## src/hdl/lqr_pkg.sv

```systemverilog
package lqr_pkg;

  localparam int ID_W  = 6;
  localparam int ID_N  = 1 << ID_W;
  localparam int CNT_W = ID_W + 1;

  localparam logic [1:0] REQ_ENQ = 2'd0;
  localparam logic [1:0] REQ_DEQ = 2'd1;
  localparam logic [1:0] REQ_REM = 2'd2;

  localparam logic [1:0] STS_OK       = 2'd0;
  localparam logic [1:0] STS_EMPTY    = 2'd1;
  localparam logic [1:0] STS_NOTFOUND = 2'd2;
  localparam logic [1:0] STS_DUP      = 2'd3;

  typedef struct packed {
    logic [1:0]      req_type;
    logic [ID_W-1:0] entry_id;
  } req_t;

  typedef struct packed {
    logic [ID_W-1:0] out_entry;
    logic            out_valid;
    logic [1:0]      status;
    logic            now_empty;
  } res_t;

  typedef struct packed {
    logic            shift;
    logic            wr_en;
    logic [ID_W-1:0] wr_pos;
    logic [ID_W-1:0] wr_id;
  } cell_ctl_t;

  typedef enum logic [1:0] {
    ST_IDLE,
    ST_ROT,
    ST_FIN
  } state_t;

endpackage

```

## src/hdl/lqr_cell.sv

```systemverilog
module lqr_cell #(
  parameter int INDEX = 0
) (
  input  logic                    clk,
  input  lqr_pkg::cell_ctl_t      ctl,
  input  logic [lqr_pkg::ID_W-1:0] right_id,
  output logic [lqr_pkg::ID_W-1:0] id_q
);
  import lqr_pkg::*;

  logic [ID_W-1:0] id_r;
  logic [ID_W-1:0] id_nxt;

  always_comb begin
    id_nxt = id_r;
    if (ctl.shift) begin
      id_nxt = right_id;
    end
    if (ctl.wr_en && (ctl.wr_pos == ID_W'(INDEX))) begin
      id_nxt = ctl.wr_id;
    end
  end

  always_ff @(posedge clk) begin
    id_r <= id_nxt;
  end

  assign id_q = id_r;

endmodule

```

## src/hdl/lqr_ctrl.sv

```systemverilog
module lqr_ctrl #(
  parameter int DEPTH = 64
) (
  input  logic                     clk,
  input  logic                     rst_n,
  input  logic                     in_valid,
  output logic                     in_stall,
  input  lqr_pkg::req_t            in_data,
  output logic                     out_valid,
  input  logic                     out_stall,
  output lqr_pkg::res_t            out_data,
  input  logic [lqr_pkg::ID_W-1:0] head_id,
  output lqr_pkg::cell_ctl_t       ctl
);
  import lqr_pkg::*;

  localparam int NCELL = (DEPTH < ID_N) ? DEPTH : ID_N;
  localparam int IDX_W = (NCELL > 1) ? $clog2(NCELL) : 1;

  state_t             state_r, state_nxt;
  logic [CNT_W-1:0]   cnt_r, cnt_nxt;
  logic [CNT_W-1:0]   steps_r, steps_nxt;
  logic [ID_W-1:0]    key_r, key_nxt;
  logic [NCELL-1:0]   mbr_r, mbr_nxt;
  logic               out_vld_r, out_vld_nxt;
  res_t               out_res_r, out_res_nxt;

  logic               in_acc;
  logic               out_free;
  logic               id_ok;
  logic [IDX_W-1:0]   in_idx;
  logic [IDX_W-1:0]   head_idx;
  logic               rem_ok;
  logic [CNT_W-1:0]   cnt_dec;

  assign out_free = !out_vld_r || !out_stall;
  assign in_stall = (state_r != ST_IDLE) || !out_free;
  assign in_acc   = in_valid && !in_stall;
  assign id_ok    = {1'b0, in_data.entry_id} < CNT_W'(NCELL);
  assign in_idx   = in_data.entry_id[IDX_W-1:0];
  assign head_idx = head_id[IDX_W-1:0];
  assign rem_ok   = id_ok && mbr_r[in_idx];
  assign cnt_dec  = cnt_r - CNT_W'(1);

  always_comb begin
    state_nxt = state_r;
    unique case (state_r)
      ST_IDLE: begin
        if (in_acc && (in_data.req_type == REQ_REM) && rem_ok) begin
          state_nxt = ST_ROT;
        end
      end
      ST_ROT: begin
        if (steps_r == CNT_W'(1)) begin
          state_nxt = ST_FIN;
        end
      end
      ST_FIN: begin
        if (out_free) begin
          state_nxt = ST_IDLE;
        end
      end
      default: state_nxt = ST_IDLE;
    endcase
  end

  always_comb begin
    ctl         = '0;
    cnt_nxt     = cnt_r;
    steps_nxt   = steps_r;
    key_nxt     = key_r;
    mbr_nxt     = mbr_r;
    out_vld_nxt = out_vld_r && out_stall;
    out_res_nxt = out_res_r;
    unique case (state_r)
      ST_IDLE: begin
        if (in_acc) begin
          out_vld_nxt           = 1'b1;
          out_res_nxt.out_entry = '0;
          out_res_nxt.out_valid = 1'b0;
          out_res_nxt.status    = STS_OK;
          out_res_nxt.now_empty = (cnt_r == '0);
          unique case (in_data.req_type)
            REQ_ENQ: begin
              if (!id_ok || mbr_r[in_idx]) begin
                out_res_nxt.status = STS_DUP;
              end else begin
                ctl.wr_en             = 1'b1;
                ctl.wr_pos            = cnt_r[ID_W-1:0];
                ctl.wr_id             = in_data.entry_id;
                cnt_nxt               = cnt_r + CNT_W'(1);
                mbr_nxt[in_idx]       = 1'b1;
                out_res_nxt.now_empty = 1'b0;
              end
            end
            REQ_DEQ: begin
              if (cnt_r == '0) begin
                out_res_nxt.status = STS_EMPTY;
              end else begin
                ctl.shift             = 1'b1;
                cnt_nxt               = cnt_dec;
                mbr_nxt[head_idx]     = 1'b0;
                out_res_nxt.out_entry = head_id;
                out_res_nxt.out_valid = 1'b1;
                out_res_nxt.now_empty = (cnt_r == CNT_W'(1));
              end
            end
            REQ_REM: begin
              if (!rem_ok) begin
                out_res_nxt.status = STS_NOTFOUND;
              end else begin
                out_vld_nxt     = 1'b0;
                key_nxt         = in_data.entry_id;
                steps_nxt       = cnt_r;
                mbr_nxt[in_idx] = 1'b0;
              end
            end
            default: begin
            end
          endcase
        end
      end
      ST_ROT: begin
        ctl.shift = 1'b1;
        steps_nxt = steps_r - CNT_W'(1);
        if (head_id == key_r) begin
          cnt_nxt = cnt_dec;
        end else begin
          ctl.wr_en  = 1'b1;
          ctl.wr_pos = cnt_dec[ID_W-1:0];
          ctl.wr_id  = head_id;
        end
      end
      ST_FIN: begin
        if (out_free) begin
          out_vld_nxt           = 1'b1;
          out_res_nxt.out_entry = '0;
          out_res_nxt.out_valid = 1'b0;
          out_res_nxt.status    = STS_OK;
          out_res_nxt.now_empty = (cnt_r == '0);
        end
      end
      default: begin
      end
    endcase
  end

  always_ff @(posedge clk) begin
    if (!rst_n) begin
      state_r   <= ST_IDLE;
      cnt_r     <= '0;
      steps_r   <= '0;
      mbr_r     <= '0;
      out_vld_r <= 1'b0;
    end else begin
      state_r   <= state_nxt;
      cnt_r     <= cnt_nxt;
      steps_r   <= steps_nxt;
      mbr_r     <= mbr_nxt;
      out_vld_r <= out_vld_nxt;
    end
  end

  always_ff @(posedge clk) begin
    key_r     <= key_nxt;
    out_res_r <= out_res_nxt;
  end

  assign out_valid = out_vld_r;
  assign out_data  = out_res_r;

  a_cnt_bound: assert property (@(posedge clk) disable iff (!rst_n)
    cnt_r <= CNT_W'(NCELL))
    else $error("entry count beyond cell count");

  a_mbr_cnt: assert property (@(posedge clk) disable iff (!rst_n)
    (state_r != ST_ROT) |-> ($countones(mbr_r) == int'(cnt_r)))
    else $error("membership bits disagree with entry count");

  a_rot_busy: assert property (@(posedge clk) disable iff (!rst_n)
    (state_r == ST_ROT) |-> ((cnt_r != '0) && (steps_r != '0) && !out_vld_nxt))
    else $error("rotation on empty queue or with a result pending");

endmodule

```

## src/hdl/linked_queue_with_removal_unit.sv

```systemverilog
// Channel  | Handshake            | Payload
// ---------+----------------------+-----------------------------------------------
// in       | in_valid / in_stall  | in_data   (req_type, entry_id)
// out      | out_valid / out_stall| out_data  (out_entry, out_valid, status, now_empty)
//
// Enqueue, dequeue, a failed remove and an undefined request register their result
// in the cycle after the transfer in. A remove that finds its entry rotates the cell
// row once per queued entry, one cell per cycle, then registers its result from ST_FIN.
// Reset clears the state, the count, the membership bits and the output valid bit.
// in_stall is high while a rotation runs or finishes, or while a result waits under out_stall.
module linked_queue_with_removal_unit #(
  parameter int DEPTH = 64
) (
  input  logic          clk,
  input  logic          rst_n,
  input  logic          in_valid,
  output logic          in_stall,
  input  lqr_pkg::req_t in_data,
  output logic          out_valid,
  input  logic          out_stall,
  output lqr_pkg::res_t out_data
);
  import lqr_pkg::*;

  localparam int NCELL = (DEPTH < ID_N) ? DEPTH : ID_N;

  cell_ctl_t       ctl;
  logic [ID_W-1:0] cell_id [NCELL];

  lqr_ctrl #(
    .DEPTH(DEPTH)
  ) u_ctrl (
    .clk      (clk),
    .rst_n    (rst_n),
    .in_valid (in_valid),
    .in_stall (in_stall),
    .in_data  (in_data),
    .out_valid(out_valid),
    .out_stall(out_stall),
    .out_data (out_data),
    .head_id  (cell_id[0]),
    .ctl      (ctl)
  );

  for (genvar i = 0; i < NCELL; i++) begin : g_cell
    logic [ID_W-1:0] right_id;
    if (i == NCELL - 1) begin : g_last
      assign right_id = '0;
    end else begin : g_mid
      assign right_id = cell_id[i+1];
    end
    lqr_cell #(
      .INDEX(i)
    ) u_cell (
      .clk     (clk),
      .ctl     (ctl),
      .right_id(right_id),
      .id_q    (cell_id[i])
    );
  end

endmodule
```

## config.mk

```make
export PLATFORM = sky130hd
export DESIGN_NAME = linked_queue_with_removal_unit
export DESIGN_NICKNAME = d
export VERILOG_FILES = /design/src/hdl/lqr_pkg.sv /design/src/hdl/lqr_cell.sv /design/src/hdl/lqr_ctrl.sv /design/src/hdl/linked_queue_with_removal_unit.sv
export SDC_FILE = /design/constraint.sdc
export NUM_CORES = 1
export LEC_CHECK = 0
export BUFFER_PORTS_ARGS = -buffer_cell sky130_fd_sc_hd__buf_2
export CAP_MARGIN = 10
export CORE_UTILIZATION = 55
export DETAILED_ROUTE_END_ITERATION = 8
export GPL_TIMING_DRIVEN = 0
export PLACE_DENSITY = 0.7
export SLEW_MARGIN = 15
export SYNTH_ARGS = -nofsm -noshare
export SYNTH_HDL_FRONTEND = slang
export SYNTH_SLANG_ARGS = --single-unit
```

## constraint.sdc

```tcl
create_clock -name clk -period 3.8 [get_ports clk]
set_input_delay 0.19 -clock clk [delete_from_list [all_inputs] [get_ports clk]]
set_output_delay 0.19 -clock clk [all_outputs]
set_load 0.005 [all_outputs]
```

Word-level counts from Yosys, hierarchy flattened
Index checks and enable logic that the tools add are counted.

word-level totals
  register bits = 481
  latch bits = 0
  memory bits (writable) = 0
  bits in read-only memories = 0
  bits of input ports = 12
  output and inout port bits = 12
  logic and storage cells = 499
  memories kept = 0

operators by class
  add/sub/neg operators = 3
  multiply operators = 0
  div/mod/pow operators = 0
  order comparisons = 4
  equal/unequal tests = 83
  shifts and indexed selects = 0
  multiplexer cells = 176
  bitwise gates (word level) = 5
  reduce and logical (&&, ||, !) cells = 154

operators by type and width
  operator                                                                  count
  6-bit 2-to-1 mux                                                          128
  6-bit equality test (second input constant)                               32
  64-bit 2-to-1 mux                                                         3
  64-bit one-hot mux with 3 select lines                                    1
  2-bit nonzero test                                                        67
  64-bit bitwise AND                                                        2
  64-bit inverter                                                           2
  6-bit by 5-bit equality test with 1-bit output (second input constant)    16
  1-bit logical AND                                                         70
  64-bit OR                                                                 1
  7-bit 2-to-1 mux                                                          9
  6-bit by 4-bit equality test with 1-bit output (second input constant)    8
  7-bit one-hot mux with 2 select lines                                     3
  13-bit 2-to-1 mux                                                         3
  14-bit one-hot mux with 2 select lines                                    1
  6-bit by 3-bit equality test with 1-bit output (second input constant)    4
  10-bit 2-to-1 mux                                                         2
  10-bit one-hot mux with 2 select lines                                    1
  2-bit by 1-bit inequality test with 1-bit output (second input constant)  8
  7-bit by 1-bit equality test with 1-bit output (second input constant)    2
  6-bit by 7-bit < comparator with 1-bit output (second input constant)     2
  14-bit 2-to-1 mux                                                         1
  7-bit by 1-bit subtractor with 7-bit output (second input constant)       2
  1-bit demux with 6-bit select                                             2
  24 further kinds                                                          55

Depth between registers and ports, before layout
Gate-level depths: netlist (run 1).

  depth after elaboration = 11
  mapped depth = 13
  gate-level depth less buffers = 9

Cells and area by module
Synthesis (run 1) repeated with hierarchy kept, for this count alone.

second synthesis, totals
  cells, all modules = 1,796
  area total of the unflattened synthesis = 25,614.6 sq um

by module, submodules not included
  module                             times used  cells an instance  area an instance (sq um)  sequential area each (sq um)
  lqr_ctrl                           1           794                6,573.8                   2,102.0
  lqr_cell at g_cell[19].u_cell ...  12          15                 291.5                     180.2
  lqr_cell at g_cell[17].u_cell ...  8           15                 302.8                     180.2
  lqr_cell at g_cell[23].u_cell ...  8           16                 297.8                     180.2
  lqr_cell at g_cell[11].u_cell ...  6           16                 286.5                     180.2
  lqr_cell at g_cell[55].u_cell ...  4           16                 337.8                     180.2
  lqr_cell at g_cell[53].u_cell ...  4           16                 306.5                     180.2
  lqr_cell at g_cell[49].u_cell ...  4           16                 305.3                     180.2
  lqr_cell at g_cell[1].u_cell ...   4           16                 300.3                     180.2
  lqr_cell at g_cell[10].u_cell ...  4           16                 289.0                     180.2
  lqr_cell at g_cell[12].u_cell ...  4           16                 284.0                     180.2
  lqr_cell at g_cell[16].u_cell ...  2           15                 282.8                     180.2
  lqr_cell at g_cell[48].u_cell      1           16                 302.8                     180.2
  lqr_cell at g_cell[15].u_cell      1           15                 290.3                     180.2
  +3 rows                            --          --                 --                        --

Worst setup path before layout (run 1)
Ideal clock, no wire load.

  path kind = register to register
  from = register u_ctrl.cnt_r[0]
  to = register g_cell[25].u_cell.id_r[0] (data pin)
  library setup time = 260 ps
  arrival time = 2,834 ps
  required time = 3,540 ps
  path slack = 706 ps
  cell stages (with the launch flop) = 11
  buffers on the path = 3
  clock period less this slack = 3,094 ps
  path through = dfxtp_1 clkbuf_1 inv_1 ha_1 clkbuf_1 nand4_2 nor2_1 a31oi_1 buf_2 a211oi_4 mux2_2

between the ends
  word-level cells in the longest chain between the ends = 7
  elaborated cells between the ends (all ways) = 9
  those cells by class = 1 x add/sub; 1 x eq/ne; 6 x mux; 1 x reduce/logical

RTL lines
  item                                                                                                 line             text
  start, declared                                                                                      lqr_ctrl.sv:21   logic [CNT_W-1:0] cnt_r, cnt_nxt;
  start signal, assigned                                                                               lqr_ctrl.sv:157  cnt_r <= cnt_nxt;
  parallel branches: the longest is 3 deep, another holds 7-bit by 1-bit subtractor with 7-bit output  --
  14-bit one-hot mux with 2 select lines (*)                                                           lqr_ctrl.sv:75   unique case (state_r)
  6-bit by 5-bit equality test with 1-bit output (*)                                                   lqr_cell.sv:19   if (ctl.wr_en && (ctl.wr_pos == ID_W'(INDEX))) begin
  1-bit logical AND (*)                                                                                lqr_cell.sv:19
  6-bit 2-to-1 mux (*)                                                                                 lqr_cell.sv:19
  named net g_cell[25].u_cell.id_nxt[0]                                                                lqr_cell.sv:12   logic [ID_W-1:0] id_nxt;
  end signal, assigned                                                                                 lqr_cell.sv:25   id_r <= id_nxt;
  end, declared                                                                                        lqr_cell.sv:11   logic [ID_W-1:0] id_r;

Mark *: on every way through the listed nets, which the timed path passes.
A chain may end at the register's enable or synchronous reset.

Worst setup path in the final report (run 1)
  from = register u_ctrl.cnt_r[3]
  to = register g_cell[51].u_cell.id_r[0] (data pin)

between the ends
  word-level cells in the longest chain between the ends = 7
  elaborated cells between the ends (all ways) = 9
  those cells by class = 1 x add/sub; 1 x eq/ne; 6 x mux; 1 x reduce/logical

RTL lines
  item                                                                                                 line
  parallel branches: the longest is 3 deep, another holds 7-bit by 1-bit subtractor with 7-bit output  --
  14-bit one-hot mux with 2 select lines (*)                                                           lqr_ctrl.sv:75
  6-bit equality test (*)                                                                              lqr_cell.sv:19
  1-bit logical AND (*)                                                                                lqr_cell.sv:19
  6-bit 2-to-1 mux (*)                                                                                 lqr_cell.sv:19
  named net g_cell[51].u_cell.id_nxt[0]                                                                lqr_cell.sv:12
  end signal, assigned                                                                                 lqr_cell.sv:25
  end, declared                                                                                        lqr_cell.sv:11

Marked as above.

==> flow_summary.json, run 1 <==
{
  "finalHoldViolCount": 0,
  "final_common_cell": "edfxtp_1",
  "syn_inst": 1751,
  "wire_per_inst_um": 26.97,
  "r2r_start": "u_ctrl.cnt_r[3]",
  "grt.busiest_layer": "met2",
  "grt_util_met3_pct": 6.075,
  "cp_max_fo": 10,
  "syn_nets": 1772,
  "cap_violations": 0,
  "clock-sinks": 481,
  "cts_htree_levels": 2,
  "peakVddDrop_v": 0.0003501,
  "worstReg2RegEnd": "g_cell[51].u_cell.id_q[0]",
  "min_period_ns": 3.692,
  "rsz0062_at_grt": "false",
  "globalRouteTotalUtil_pct": 29.85,
  "min_path_type": "primary input to flop",
  "crit_type": "flop to flop",
  "power.total_uw": 11770,
  "cellLeakagePower_uw": 0.008721,
  "io_pins": 24,
  "grtUsageMet1_pct": 40.34,
  "path_clk_slew_ns": 0.06,
  "worstPathArrival_ns": 4.03,
  "endpoint": "g_cell[51].u_cell.id_q[0]",
  "p_comb_share_pct": 8.4,
  "crit_top_cell": "nand3_1",
  "holdCritStartpoint": "rst_n",
  "powerDensity_nw_per_um2": 448.1,
  "fmax_mhz": 270.8,
  "vias_per_cell": 6.484,
  "routabilityCongestion": 0.9593,
  "intPower_uw": 8903,
  "crit_required_ns": 4.14,
  "slew_violations": 0,
  "grt_max_degree": 15,
  "yosys.cell_types.count": 78,
  "place_ws_ns": -0.6404,
  "initial_core_util_pct": 56.10,
  "ys_async_sr_fraction_pct": 0,
  "r2r_cells": 9,
  "vias": 15660,
  "dieArea_sq_um": 43810,
  "cts_made_buffers": 50,
  "cts_tree": "built",
  "die_h_um": 209.3,
  "std_cell_rows": 75,
  "drt_iter0_drc": 1941,
  "drc_errors": 1,
  "violations": "design-rule violations",
  "cpPeakStageDelay_ns": 0.62,
  "grt_pass1_vias": 15250,
  "p_sw_share_pct": 24.37,
  "startpoint": "u_ctrl.cnt_r[3]",
  "ys_ff_latch": 481,
  "clkPwrFrac_pct": 40.4,
  "max_slew_margin_pct": 3.334,
  "synth_ff_type": "edfxtp_1",
  "status": "complete, but fails checks",
  "fin_nets": 1859,
  "period_share_pct": 97.16,
  "area_growth_pct": 11.15,
  "grt_pass1_wl_mm": 96.39,
  "seqPwrFrac_pct": 51.2,
  "place_area_sq_um": 24460,
  "fin_ws_ns": 0.1079,
  "synth-edff-count": 400,
  "reg2reg_slack_ns": 0.11,
  "drt_pre_antenna_iters": 9,
  "diodes": 0,
  "wl_mm": 65.13,
  "root_buffer": "clkbuf_16",
  "fin_setup_tns_ns": 0,
  "antenna_found_initial": 0,
  "worstSkewPairLatency_ns": 0.62,
  "layout-drive-gt1-share_pct": 33.10,
  "core-area_sq_um": 42130,
  "netlist_area_sq_um": 23640,
  "place_hpwl_mm": 42.94,
  "final_cell_area_sq_um": 26270,
  "setup_violations": 0,
  "max_slew.worst_pin.slew_ns": 1.439,
  "ant_nets": 0,
  "path_cells": "clkbuf_1, clkinv_1, nand3_1, nand2_1, o31ai_1, o211ai_1, buf_2, nand3_1, mux2_2",
  "worst_path_max_delay_cell": "clkinv_1",
  "met2_usage_pct": 47.93,
  "clk_path_buf_depth": 3,
  "yosysWarningCount": 0,
  "worstSetupStartpointType": "flop",
  "final_cell_mix": "400 x edfxtp_1, 366 x mux2_2, 81 x dfxtp_1",
  "switchingPower_uw": 2869,
  "fin_skew_ns": 0.02549,
  "portBuffers": 22,
  "overflow": 0,
  "seq_area_frac_synth_pct": 57.68,
  "die_x_um": 209.3,
  "end_kind": "flop",
  "avgSynthCellArea_sq_um": 13.50
}
## stage by stage
step	utilization, %	instances	hold slack, ns
global route	62.36	2415	0.07163
global placement	57.96	2312	0.3836
CTS	62.13	2414	0.0002791
detailed placement	58.05	2314	0.3834
finish	62.36	2415	0.04109
floorplan	-	1751	0.2889
## sequential cells by signal (all words and copies together) (netlist names)
signal              cells
u_ctrl.key_r            6
u_ctrl.out_valid        1
u_ctrl.steps_r          7
u_ctrl.out_data        10
u_ctrl.cnt_r            7
u_ctrl.mbr_r           64
g_cell.u_cell.id_q    384
u_ctrl.state_r          2
## per-layer routing
metal	wire [um]	share of wire (%)	vias to the layer above
met5	0	0	-
met4	2453	3.8	0
met3	5510	8.5	173
met2	30440	47	832
met1	26730	41	7773
li1	-	-	6881
## logic make-up after synthesis
logic type / count (synthesis) / synth area share, %
DFF: 481 / 57.68
AOI/OAI and AO/OA: 327 / 10.71
adders and majority gates: 9 / 0.4764
and+or+nand+nor: 337 / 8.242
xor gates and xnor gates: 8 / 0.2964
buffers and inverters: 177 / 3.155
muxes: 412 / 19.45
## repair_timing
item | CTS | global route
hold buffers | 7 | 0
endpoints found under the hold margin | 7 | 0
endpoints found under the setup margin | 516 | 626
buffers inserted | 4 | 6
pin swaps | 2 | 9
gates resized for setup | 34 | 22
## synthesized netlist by cell type (9+ instances only)
library cell | n | area (sq um)
edfxtp_1 | 400 | 12010
mux2_2 | 366 | 4121
clkbuf_1 | 109 | 409.1
dfxtp_1 | 81 | 1622
a22oi_1 | 74 | 555.5
o21ai_0 | 70 | 350.3
nand3_1 | 60 | 300.3
nor2_1 | 56 | 210.2
a21oi_1 | 51 | 255.2
nand2_1 | 49 | 183.9
nand2b_1 | 47 | 294.0
a31oi_1 | 41 | 256.5
mux2i_1 | 34 | 340.3
buf_2 | 26 | 130.1
and2_1 | 22 | 137.6
a211oi_4 | 21 | 420.4
nor3_1 | 21 | 105.1
inv_1 | 18 | 67.56
buf_1 | 14 | 52.55
mux2_1 | 12 | 135.1
and4_1 | 9 | 78.83
ha_1 | 9 | 112.6
## power groups by stage
stage | Sequential (uW) | Combinational, uW | Clock, uW
3_3_place_gp | 6130 | 921 | 0
3_5_place_dp | 6130 | 944 | 0
2_1_floorplan | 6100 | 624 | 0
6_report | 6020 | 992 | 4760
5_1_grt | 6040 | 1050 | 4970
4_1_cts | 6020 | 966 | 4790
## cell type report
cell class / instances / area, sq um
Fill cell: 3164 / 15860
Sequential cell: 481 / 13630
Multi-Input combinational cell: 1093 / 9344
Clock buffer: 58 / 1303
Buffer: 151 / 694.4
Tap cell: 539 / 674.4
Timing Repair Buffer: 41 / 299.0
Clock inverter: 32 / 251.5
Inverter: 20 / 75.07
## worst min-delay path by stage
| stage | slack, ns | to | depth (start not counted) |
|---|---|---|---|
| after CTS | 0.0003 | u_ctrl.mbr_r[6] | 3 |
| after detailed placement | 0.38 | u_ctrl.key_r[0] | 1 |
| after global placement | 0.38 | u_ctrl.key_r[0] | 1 |
| after global routing | 0.07 | u_ctrl.mbr_r[6] | 3 |
| final | 0.04 | u_ctrl.mbr_r[6] | 3 |
| after floorplan | 0.29 | u_ctrl.key_r[0] | 0 |
## worst max-delay path: cells and delay by family, from the launching register on
family / cells / cell delay [ns]
buffers and inverters: 3 / 1.50
AOI/OAI and AO/OA: 2 / 0.51
and+or+nand+nor: 3 / 0.71
DFF: 1 / 0.31
muxes: 1 / 0.39
Note: power is estimated with default switching activity, not from simulation.
==> run 2, diff against run 1 <==
BUFFER_PORTS_ARGS = -buffer_cell sky130_fd_sc_hd__clkbuf_2   (was -buffer_cell sky130_fd_sc_hd__buf_2)
CAP_MARGIN = not set   (was 10)
==> flow_summary.json, run 2 (synthesis gave the netlist of run 1 again) <==
{
  "status": "completed",
  "setup_violations": 0,
  "grt_max_degree": 15,
  "vias_per_cell": 6.437,
  "fill_cells": 3198,
  "fin_skew_ns": 0.01368,
  "worstSetupStartpointType": "flop",
  "period_share_pct": 96.69,
  "powerDensity_nw_per_um2": 450.5,
  "initial_core_util_pct": 56.10,
  "area_growth_pct": 11.08,
  "wl_mm": 64.57,
  "crit_required_ns": 4.07,
  "max_slew_margin_pct": 4.762,
  "path_cells": "clkbuf_1, nor2_1, nand2_1, o21ai_0, nand2_1, buf_2, a211oi_4, nand2b_1",
  "end_kind": "flop",
  "layout-drive-gt1-share_pct": 32.80,
  "cts_made_buffers": 49,
  "diodes": 0,
  "crit_type": "flop to flop",
  "cpPeakStageDelay_ns": 0.51,
  "drt_iter0_drc": 1577,
  "std_cell_rows": 75,
  "overflow": 0,
  "rsz0062_at_grt": "true",
  "slew_violations": 0,
  "cap_violations": 0,
  "grt_pass1_vias": 15070,
  "cp_max_fo": 10,
  "routabilityCongestion": 0.9549,
  "cts_htree_levels": 2,
  "vias": 15540,
  "cts_tree": "built",
  "path_clk_slew_ns": 0.06,
  "fmax_mhz": 272.2,
  "worstPathArrival_ns": 3.95,
  "die_h_um": 209.3,
  "place_hpwl_mm": 42.37,
  "seqCellArea_sq_um": 13630,
  "drc_errors": 0,
  "core-area_sq_um": 42130,
  "fin_nets": 1859,
  "peakVddDrop_v": 0.0002879,
  "globalRouteTotalUtil_pct": 29.69,
  "antenna_found_initial": 1,
  "drt_pre_antenna_iters": 7,
  "fin_util_pct": 62.32,
  "dieArea_sq_um": 43810,
  "final_cell_mix": "400 x edfxtp_1, 366 x mux2_2, 81 x dfxtp_1",
  "timing.hold.ws_ns": 0.1129,
  "multi_input_area_sq_um": 9333,
  "clock-sinks": 481,
  "worstSkewPairLatency_ns": 0.61,
  "portBuffers": 22,
  "final_common_cell": "edfxtp_1",
  "min_period_ns": 3.674,
  "cellLeakagePower_uw": 0.008706,
  "largest_reg_flops": 384,
  "grt_pass1_wl_mm": 95.86,
  "io_pins": 24,
  "clk_path_buf_depth": 3,
  "min_path_type": "primary input to flop",
  "wire_per_inst_um": 26.75,
  "worst_path_max_delay_cell": "a211oi_4",
  "max_slew.worst_pin.slew_ns": 1.418,
  "finalHoldViolCount": 0,
  "crit_top_cell": "nand2_1",
  "die_x_um": 209.3,
  "ant_nets": 0,
  "root_buffer": "clkbuf_16"
}
-- run 2: power by group --
group / leakage (uW) / switching [uW] / internal [uW]
clock network: 0.000764 / 2070 / 2750
logic: 0.00364 / 694 / 291
registers: 0.00430 / 65.8 / 5960
total: 0.00871 / 2830 / 8990
-- run 2: critical path: cells and delay by family (launching register included) --
family,cells,cell delay (ns)
DFF,1,0.30
and+or+nand+nor,4,1.45
buffers and inverters,2,0.71
AOI/OAI and AO/OA,2,0.86
-- run 2: per-layer routing --
metal,track usage (%),routed length [um],vias up
li1,-,-,6884
met1,39.79,26670,7751
met2,48.08,30030,726
met3,5.207,5171,178
met4,12.12,2694,0
met5,0,0,-
-- run 2: per-stage QoR --
step                cell area (sq um)  setup TNS, ns  power (uW)  setup slack (ns)  cells
floorplan                       23640              0        6727            0.7058   1751
global placement                24420        -311.67        7052            -1.031   2312
detailed placement              24460        -229.26        7074           -0.7210   2314
CTS                             26180              0       11840          0.001008   2410
global route                    26260        -0.1244       12140          -0.01694   2414
finish                          26260              0       11830            0.1258   2414
-- run 2: final timing paths --
kind / from / end / slack, ns / cells past startpoint
min: in_valid / u_ctrl.out_data[0] / 0.11 / 3
min reg2reg: u_ctrl.mbr_r[18] / u_ctrl.mbr_r[18] / 0.47 / 2
max reg2reg: u_ctrl.cnt_r[3] / g_cell[58].u_cell.id_q[0] / 0.13 / 8
max: u_ctrl.cnt_r[3] / g_cell[58].u_cell.id_q[0] / 0.13 / 8
-- run 2: cell type report --
class	instances	area share, %
multi-input cells	1093	35.54
well taps	539	2.568
flip-flops and latches	481	51.92
plain buffers	153	2.664
inverters	20	0.2859
repair buffers	40	1.024
clock buffers	59	4.889
clock inverters	29	1.105
-- run 2: repair_timing --
item	4_1_cts	5_1_grt
endpoints found under the setup margin	519	506
gates resized for setup	35	13
buffers inserted	2	6
hold buffers	8	0
pin swaps	2	5
hold endpoints to repair	8	0
